File: config.mk
export PLATFORM = sky130hd
export DESIGN_NAME = mobility_identity_ie_parser_core
export DESIGN_NICKNAME = d
export VERILOG_FILES = /design/src/rtl/core/mip_pkg.sv /design/src/rtl/core/mip_decode.sv /design/src/rtl/core/mip_queue.sv /design/src/rtl/core/mobility_identity_ie_parser_core.sv
export SDC_FILE = /design/constraint.sdc
export NUM_CORES = 1
export LEC_CHECK = 0
export ABC_AREA = 1
export BUFFER_PORTS_ARGS = -buffer_cell sky130_fd_sc_hd__clkbuf_2
export CAP_MARGIN = 25
export CORE_MARGIN = 3
export CORE_UTILIZATION = 43
export CTS_BUF_LIST = sky130_fd_sc_hd__clkbuf_16
export CTS_CLUSTER_SIZE = 40
export DETAILED_ROUTE_END_ITERATION = 6
export GPL_ROUTABILITY_DRIVEN = 1
export SYNTH_ARGS = -nofsm -noshare
export SYNTH_HDL_FRONTEND = slang
export SYNTH_SLANG_ARGS = --single-unit
File: constraint.sdc
create_clock -name clk_i -period 7.6 [get_ports clk_i]
set_input_delay 0.76 -clock clk_i [delete_from_list [all_inputs] [get_ports clk_i]]
set_output_delay 0.76 -clock clk_i [all_outputs]
set_load 0.05 [all_outputs]
File: src/rtl/core/mip_pkg.sv
// Shared types and constants for the mobility identity element parser.
package mip_pkg;

  typedef struct packed {
    logic [7:0] data_byte;
    logic       start_req;
    logic       has_tag;
  } mip_in_t;

  typedef struct packed {
    logic [3:0]  kind;
    logic [31:0] value;
    logic [2:0]  digit_count;
    logic        error;
    logic        last;
  } mip_out_t;

  localparam logic [3:0] KIND_TAG    = 4'd0;
  localparam logic [3:0] KIND_LENGTH = 4'd1;
  localparam logic [3:0] KIND_TYPE   = 4'd2;
  localparam logic [3:0] KIND_FMT    = 4'd3;
  localparam logic [3:0] KIND_MCC    = 4'd4;
  localparam logic [3:0] KIND_MNC    = 4'd5;
  localparam logic [3:0] KIND_ROUT   = 4'd6;
  localparam logic [3:0] KIND_SCHEME = 4'd7;
  localparam logic [3:0] KIND_KEY    = 4'd8;
  localparam logic [3:0] KIND_MSIN   = 4'd9;
  localparam logic [3:0] KIND_REGION = 4'd10;
  localparam logic [3:0] KIND_SET    = 4'd11;
  localparam logic [3:0] KIND_PTR    = 4'd12;
  localparam logic [3:0] KIND_TMSI   = 4'd13;
  localparam logic [3:0] KIND_END    = 4'd14;

  localparam logic [2:0] ID_SUCI  = 3'd1;
  localparam logic [2:0] ID_GUTI  = 3'd2;
  localparam logic [2:0] ID_STMSI = 3'd4;
  localparam logic [2:0] FMT_IMSI = 3'd0;

  localparam logic [3:0] NIB_F = 4'hF;

endpackage

File: src/rtl/core/mip_decode.sv
// Front end: per-octet phase tracking and field decode.
module mip_decode (
  input  logic              clk_i,
  input  logic              rst_ni,
  input  logic              in_valid_i,
  output logic              in_ready_o,
  input  mip_pkg::mip_in_t  in_data_i,
  output logic              res_valid_o,
  input  logic              res_ready_i,
  output mip_pkg::mip_out_t res_data_o
);
  import mip_pkg::*;

  typedef enum logic [4:0] {
    PH_IDLE, PH_LEN_HI, PH_LEN_LO, PH_TYPE, PH_PLMN1, PH_PLMN2, PH_PLMN3,
    PH_ROUT1, PH_ROUT2, PH_SCHEME, PH_KEY, PH_MSIN, PH_REGION, PH_SET_HI,
    PH_SET_LO, PH_TMSI0, PH_TMSI1, PH_TMSI2, PH_TMSI3, PH_SKIP_OK, PH_SKIP_ERR
  } phase_e;

  phase_e      phase_q, phase_d;
  logic [15:0] left_q, left_d;
  logic [2:0]  idt_q, idt_d;
  logic [9:0]  cc_q, cc_d;
  logic [3:0]  net_q, net_d;
  logic [7:0]  lenh_q, lenh_d;
  logic [7:0]  rout_q, rout_d;
  logic [7:0]  seth_q, seth_d;
  logic [31:0] tmsi_q, tmsi_d;
  logic        derr_q, derr_d;

  logic        emit;
  mip_out_t    res;
  logic        acc;

  function automatic logic [3:0] clamp(input logic [3:0] d);
    return (d <= 4'd9) ? d : 4'd9;
  endfunction

  logic [7:0] b;
  logic [3:0] lo, hi;
  logic       fin;
  logic [3:0] rd [4];
  logic       stop;
  logic [13:0] rv;

  assign b  = in_data_i.data_byte;
  assign lo = b[3:0];
  assign hi = b[7:4];
  assign in_ready_o = res_ready_i;
  assign acc = in_valid_i && in_ready_o;

  always_comb begin
    phase_d = phase_q; left_d = left_q; idt_d = idt_q; cc_d = cc_q;
    net_d = net_q; lenh_d = lenh_q; rout_d = rout_q; seth_d = seth_q;
    tmsi_d = tmsi_q; derr_d = derr_q;
    emit = 1'b0;
    res = '0;
    fin = (left_q <= 16'd1);
    rd[0] = rout_q[3:0]; rd[1] = rout_q[7:4]; rd[2] = lo; rd[3] = hi;
    stop = 1'b0; rv = '0;
    if (in_data_i.start_req) begin
      left_d = '0; idt_d = '0; cc_d = '0; net_d = '0; rout_d = '0;
      seth_d = '0; tmsi_d = '0; derr_d = 1'b0;
      if (in_data_i.has_tag) begin
        lenh_d = '0; phase_d = PH_LEN_HI; emit = 1'b1;
        res.kind = KIND_TAG; res.value = {24'd0, b};
      end else begin
        lenh_d = b; phase_d = PH_LEN_LO;
      end
    end else if (phase_q == PH_IDLE) begin
    end else if (phase_q == PH_LEN_HI) begin
      lenh_d = b; phase_d = PH_LEN_LO;
    end else if (phase_q == PH_LEN_LO) begin
      left_d = {lenh_q, b};
      emit = 1'b1;
      res.kind = KIND_LENGTH; res.value = {16'd0, lenh_q, b};
      if ({lenh_q, b} == 16'd0) begin
        phase_d = PH_IDLE; res.error = 1'b1; res.last = 1'b1;
      end else phase_d = PH_TYPE;
    end else begin
      left_d = left_q - ((left_q != 16'd0) ? 16'd1 : 16'd0);
      case (phase_q)
        PH_TYPE: begin
          idt_d = b[2:0]; emit = 1'b1;
          if (b[2:0] == ID_SUCI) begin
            res.kind = KIND_FMT; res.value = {29'd0, b[6:4]};
            if (b[6:4] == FMT_IMSI) phase_d = PH_PLMN1;
            else begin res.error = 1'b1; phase_d = PH_SKIP_ERR; end
          end else begin
            res.kind = KIND_TYPE; res.value = {29'd0, b[2:0]};
            if (b[2:0] == ID_GUTI) phase_d = PH_PLMN1;
            else if (b[2:0] == ID_STMSI) phase_d = PH_SET_HI;
            else begin res.error = 1'b1; phase_d = PH_SKIP_ERR; end
          end
        end
        PH_PLMN1: begin
          derr_d = (lo > 4'd9) || (hi > 4'd9);
          cc_d = {6'd0, clamp(lo)} * 10'd100 + {6'd0, clamp(hi)} * 10'd10;
          phase_d = PH_PLMN2;
        end
        PH_PLMN2: begin
          emit = 1'b1; res.kind = KIND_MCC;
          res.value = {22'd0, cc_q + {6'd0, clamp(lo)}};
          res.error = derr_q || (lo > 4'd9);
          net_d = hi; phase_d = PH_PLMN3;
        end
        PH_PLMN3: begin
          emit = 1'b1; res.kind = KIND_MNC;
          if (net_q == NIB_F) begin
            res.value = {22'd0, {6'd0, clamp(lo)} * 10'd10 + {6'd0, clamp(hi)}};
            res.digit_count = 3'd2;
            res.error = (lo > 4'd9) || (hi > 4'd9);
          end else begin
            res.value = {22'd0, {6'd0, clamp(lo)} * 10'd100 + {6'd0, clamp(hi)} * 10'd10
                         + {6'd0, clamp(net_q)}};
            res.digit_count = 3'd3;
            res.error = (lo > 4'd9) || (hi > 4'd9) || (net_q > 4'd9);
          end
          phase_d = (idt_q == ID_SUCI) ? PH_ROUT1 : PH_REGION;
        end
        PH_ROUT1: begin rout_d = b; phase_d = PH_ROUT2; end
        PH_ROUT2: begin
          emit = 1'b1; res.kind = KIND_ROUT;
          if (!(rd[0] == 4'd0 && rd[1] == NIB_F && rd[2] == NIB_F && rd[3] == NIB_F)) begin
            for (int i = 0; i < 4; i++) begin
              if (!stop) begin
                if (rd[i] <= 4'd9) begin
                  rv = 14'(rv * 4'd10) + {10'd0, rd[i]};
                  res.digit_count = res.digit_count + 3'd1;
                end else if (rd[i] == NIB_F) stop = 1'b1;
                else res.error = 1'b1;
              end
            end
          end
          res.value = {18'd0, rv};
          phase_d = PH_SCHEME;
        end
        PH_SCHEME: begin
          emit = 1'b1; res.kind = KIND_SCHEME; res.value = {28'd0, lo}; phase_d = PH_KEY;
        end
        PH_KEY: begin
          emit = 1'b1; res.kind = KIND_KEY; res.value = {24'd0, b}; phase_d = PH_MSIN;
        end
        PH_MSIN: begin
          emit = 1'b1; res.kind = KIND_MSIN; res.value = {24'd0, b};
          res.digit_count = (hi == NIB_F) ? 3'd1 : 3'd2;
          res.error = (lo > 4'd9) || (hi != NIB_F && hi > 4'd9);
        end
        PH_REGION: begin
          emit = 1'b1; res.kind = KIND_REGION; res.value = {24'd0, b}; phase_d = PH_SET_HI;
        end
        PH_SET_HI: begin seth_d = b; phase_d = PH_SET_LO; end
        PH_SET_LO: begin
          emit = 1'b1; res.kind = KIND_SET; res.value = {22'd0, seth_q, b[7:6]};
          seth_d = {2'b00, b[5:0]}; phase_d = PH_TMSI0;
        end
        PH_TMSI0: begin
          emit = 1'b1; res.kind = KIND_PTR; res.value = {24'd0, seth_q};
          tmsi_d = {24'd0, b}; phase_d = PH_TMSI1;
        end
        PH_TMSI1: begin tmsi_d = {tmsi_q[23:0], b}; phase_d = PH_TMSI2; end
        PH_TMSI2: begin tmsi_d = {tmsi_q[23:0], b}; phase_d = PH_TMSI3; end
        PH_TMSI3: begin
          tmsi_d = {tmsi_q[23:0], b}; emit = 1'b1; res.kind = KIND_TMSI;
          res.value = {tmsi_q[23:0], b}; phase_d = PH_SKIP_OK;
        end
        default: ;
      endcase
      if (fin) begin
        if (!emit) begin res = '0; res.kind = KIND_END; end
        emit = 1'b1;
        if (phase_d != PH_SKIP_OK && phase_d != PH_MSIN) res.error = 1'b1;
        res.last = 1'b1;
        phase_d = PH_IDLE;
      end
    end
  end

  always_ff @(posedge clk_i or negedge rst_ni) begin
    if (!rst_ni) begin
      phase_q <= PH_IDLE; left_q <= '0; idt_q <= '0; cc_q <= '0; net_q <= '0;
      lenh_q <= '0; rout_q <= '0; seth_q <= '0; tmsi_q <= '0; derr_q <= 1'b0;
    end else if (acc) begin
      phase_q <= phase_d; left_q <= left_d; idt_q <= idt_d; cc_q <= cc_d;
      net_q <= net_d; lenh_q <= lenh_d; rout_q <= rout_d; seth_q <= seth_d;
      tmsi_q <= tmsi_d; derr_q <= derr_d;
    end
  end

  assign res_valid_o = acc && emit;
  assign res_data_o  = res;

  a_idle_quiet: assert property (@(posedge clk_i) disable iff (!rst_ni)
    (acc && phase_q == PH_IDLE && !in_data_i.start_req) |-> !res_valid_o)
    else $error("idle octet produced a result");
  a_last_idle: assert property (@(posedge clk_i) disable iff (!rst_ni)
    (res_valid_o && res_data_o.last) |=> (phase_q == PH_IDLE))
    else $error("last result without return to idle");
  a_tag_first: assert property (@(posedge clk_i) disable iff (!rst_ni)
    (acc && in_data_i.start_req && in_data_i.has_tag) |=> (phase_q == PH_LEN_HI))
    else $error("tag not followed by length");
endmodule

File: src/rtl/core/mip_queue.sv
// Back end: two-entry result queue between decode and the output port.
module mip_queue (
  input  logic              clk_i,
  input  logic              rst_ni,
  input  logic              wr_valid_i,
  output logic              wr_ready_o,
  input  mip_pkg::mip_out_t wr_data_i,
  output logic              rd_valid_o,
  input  logic              rd_ready_i,
  output mip_pkg::mip_out_t rd_data_o
);
  import mip_pkg::*;

  mip_out_t   mem_q [2];
  logic       wp_q, rp_q;
  logic [1:0] cnt_q;
  logic       wr, rd;

  assign wr_ready_o = (cnt_q != 2'd2);
  assign rd_valid_o = (cnt_q != 2'd0);
  assign rd_data_o  = mem_q[rp_q];
  assign wr = wr_valid_i && wr_ready_o;
  assign rd = rd_valid_o && rd_ready_i;

  always_ff @(posedge clk_i) begin
    if (wr) mem_q[wp_q] <= wr_data_i;
  end

  always_ff @(posedge clk_i or negedge rst_ni) begin
    if (!rst_ni) begin
      wp_q <= 1'b0; rp_q <= 1'b0; cnt_q <= '0;
    end else begin
      if (wr) wp_q <= ~wp_q;
      if (rd) rp_q <= ~rp_q;
      cnt_q <= cnt_q + {1'b0, wr} - {1'b0, rd};
    end
  end

  a_no_overflow: assert property (@(posedge clk_i) disable iff (!rst_ni)
    (cnt_q == 2'd2 && !rd) |=> (cnt_q == 2'd2))
    else $error("queue count lost an entry");
  a_bound: assert property (@(posedge clk_i) disable iff (!rst_ni) cnt_q <= 2'd2)
    else $error("queue count beyond depth");
  a_ptrs: assert property (@(posedge clk_i) disable iff (!rst_ni)
    (cnt_q == 2'd0 || cnt_q == 2'd2) |-> (wp_q == rp_q))
    else $error("queue pointers disagree with count");
endmodule

File: src/rtl/core/mobility_identity_ie_parser_core.sv
// Top level of the mobility identity element parser.
// A result is decoded combinationally and is written to the result queue when its octet is accepted.
// The parser takes one octet per cycle while the result queue has room; decode is a combinational phase step.
// A two-entry result queue lets the input keep flowing while the output stalls, until the queue is full.
// Reset (rst_ni low, asynchronous) returns the parser to idle and empties the queue.
module mobility_identity_ie_parser_core (
  input  logic              clk_i,
  input  logic              rst_ni,
  input  logic              in_valid_i,
  output logic              in_ready_o,
  input  mip_pkg::mip_in_t  in_data_i,
  output logic              out_valid_o,
  input  logic              out_ready_i,
  output mip_pkg::mip_out_t out_data_o
);
  import mip_pkg::*;

  logic     rv, rr;
  mip_out_t rdat;

  mip_decode u_dec (
    .clk_i, .rst_ni, .in_valid_i, .in_ready_o, .in_data_i,
    .res_valid_o(rv), .res_ready_i(rr), .res_data_o(rdat)
  );

  mip_queue u_q (
    .clk_i, .rst_ni, .wr_valid_i(rv), .wr_ready_o(rr), .wr_data_i(rdat),
    .rd_valid_o(out_valid_o), .rd_ready_i(out_ready_i), .rd_data_o(out_data_o)
  );
endmodule

==> metrics.cfg <==
[outcome]
status=finished clean

[logic_synthesis]
synth.area.top_cells=edfxtp_1 20%, dfrtp_1 18%, nand2_1 12%
yosysTopAreaCellShare_pct=20.08
ys_seq_area_share_pct=38.45
syn-cell-area_um2=12260
async_flop_share_pct=52.33
synth_flop_cell=dfrtp_1
syn_avg_cell_area_um2=7.786
synth_edf_count=82
synth.distinct_cells=69
yosysMostFrequentCell=nand2_1
yosys.area.top_type=edfxtp_1
yosysWarnings=0
netlist_top_cells_count=386 x nand2_1, 203 x inv_1, 134 x nor2_1, 105 x o21ai_0, 90 x dfrtp_1
ys_seq_elements=172
synth_cells=1575

[route]
final_antenna_net_count=0
drc=0
num_vias=10860
avgRoutedWirePerCell_um=17.42
vias_per_cell=5.407
drt-initial-drc-count=829
wl_um=35000
first_pass_iters=6

[clock_tree]
insertion_delay_ns=0.44
htreeDepth=4
cts.sinks=172
clkTransAtPathRegs_ns=0.08
root_buffer=clkbuf_16
hold_buffers=0
cts_buffers=17
cts_tree=yes
cts_resized=0
clockBufferDepth=2
cts_setup_buffers=0

[floorplan]
initial_utilization_pct=43.90
dieHeight_um=174.9
rows=61
core-area_um2=27930
dieArea_um2=30580
die_x_um=174.9
io_pins=57

[critical_path]
path_class=flop to flop
critPathLaunchType=flop
arrival_ns=6.69
cp_slowest_cell=dfrtp_1
cpPeakStageDelay_ns=0.42
cp-end-kind=flop
required_ns=7.78
r2r_setup_slack_ns=1.09
cpMostUsedCell=nand2_1
critPathMaxFanout=6

[timing]
finalSetupViolCount=0
finalClockSkew_ns=0.01064
final.min_clock_period_ns=6.506
setup_tns_ns=0
worst_pin_slew_ns=1.053
slew_headroom_pct=29.55
period_share_pct=85.61
slew_viol_final=0
fmax_mhz=153.7
hold_ws_ns=0.3564
rsz0062_at_grt=false
timing.final.hold_violations=0

[global_routing]
met2_usage_pct=37.14
grt_max_degree=50
track_usage_pct=23.20
overflow=0
first_global_vias=10450
antenna_found_initial=0
use_met3_pct=3.151
use_met1_pct=33.04
busiest_layer=met2
grt_pass1_wl_um=56590

[cells_and_area]
fillers=2786
regArea_um2=4716
multi_input_comb_area_um2=6514
drive_gt1_share_pct=11.65
antenna_cells=0
fin_area_um2=13540
area_growth_syn_to_layout_pct=10.43
nets=1724

[placed_design]
gp_congestion=0.9625
port_buffers=56
dpl_cell_area_um2=12920
place_hpwl_um=27040

[run]
cap_violations=0

[hold_path]
hp-class=primary input to async pin

[final timing paths]
kind	startpoint	to	cells after the start
max in group asynchronous	rst_ni	u_q.rp_q	2
setup / recovery	u_dec.rout_q[1]	u_q.mem_q[1][16]	37
hold / removal	rst_ni	u_dec.tmsi_q[17]	1
hold reg to reg	u_dec.idt_q[0]	u_dec.idt_q[0]	2
min in group clk_i	u_dec.idt_q[0]	u_dec.idt_q[0]	2
setup reg to reg	u_dec.rout_q[1]	u_q.mem_q[1][16]	37
[cells by family after synthesis]
| logic type | count (synthesis) | synth area share (%) |
|---|---|---|
| AOI/OAI and AO/OA | 278 | 13.65 |
| xor gates and xnor gates | 33 | 2.418 |
| adders and majority gates | 92 | 10.18 |
| buffers and inverters | 271 | 8.632 |
| DFF | 172 | 38.45 |
| other | 1 | 0.03058 |
| and+or+nand+nor | 728 | 26.64 |
[metrics by stage]
step | utilization [%] | setup slack (ns) | std cells
4_1_cts | 48.48 | 1.098 | 2009
6_report | 48.48 | 1.094 | 2009
2_1_floorplan | - | 1.851 | 1578
3_3_place_gp | 46.21 | 1.327 | 1976
5_1_grt | 48.48 | 0.3537 | 2009
3_5_place_dp | 46.26 | 1.144 | 1977
[per-layer routing]
layer | wire, um | vias up
li1 | - | 5348
met1 | 15970 | 5091
met2 | 15700 | 370
met3 | 2448 | 54
met4 | 878 | 0
met5 | 0 | -
[registers in the layout, indices dropped and copies added, names as in the netlist, 4 cells and up]
| name | cells |
|---|---|
| u_dec.tmsi_q | 24 |
| u_dec.seth_q | 8 |
| u_dec.phase_q | 5 |
| u_q.mem_q | 82 |
| u_dec.cc_q | 9 |
| u_dec.left_q | 16 |
| u_dec.net_q | 4 |
| u_dec.rout_q | 8 |
| u_dec.lenh_q | 8 |
[worst max-delay path: cells and delay by family, from the launching register on]
family          cells  cell delay [ns]
xor+xnor            2             0.45
fa+ha+maj           6             2.01
simple gates       17             1.94
compound gates      7             1.05
flops               1             0.42
buf+inv             5             0.38
[layout make-up]
| class | instances | area share (%) |
|---|---|---|
| clock inverter | 15 | 1.423 |
| inverter | 225 | 6.264 |
| tap | 378 | 3.493 |
| sequential | 172 | 34.82 |
| clock buffer | 17 | 3.141 |
| timing repair buffer | 67 | 2.753 |
| multi-input combinational | 1135 | 48.10 |
[layout by cell type, fill, tap and decap left out, types with 13 or more instances in the layout]
master | Yosys | layout
nand2_1 | 386 | 386
inv_1 | 203 | 203
nor2_1 | 134 | 133
o21ai_0 | 105 | 105
dfrtp_1 | 90 | 89
nand3_1 | 82 | 82
edfxtp_1 | 82 | 82
ha_1 | 79 | 79
a21oi_1 | 61 | 61
clkbuf_2 | 0 | 55
nor3_1 | 23 | 23
nand4_1 | 22 | 22
o22ai_1 | 19 | 19
clkbuf_16 | 0 | 17
nor2_2 | 17 | 16
inv_2 | 16 | 16
xor2_1 | 16 | 16
xnor2_1 | 16 | 16
fa_1 | 13 | 13
Power is left out: the tool's default activity adds up to more than one toggle a clock period on the data nets, which glitch-free logic cannot reach.
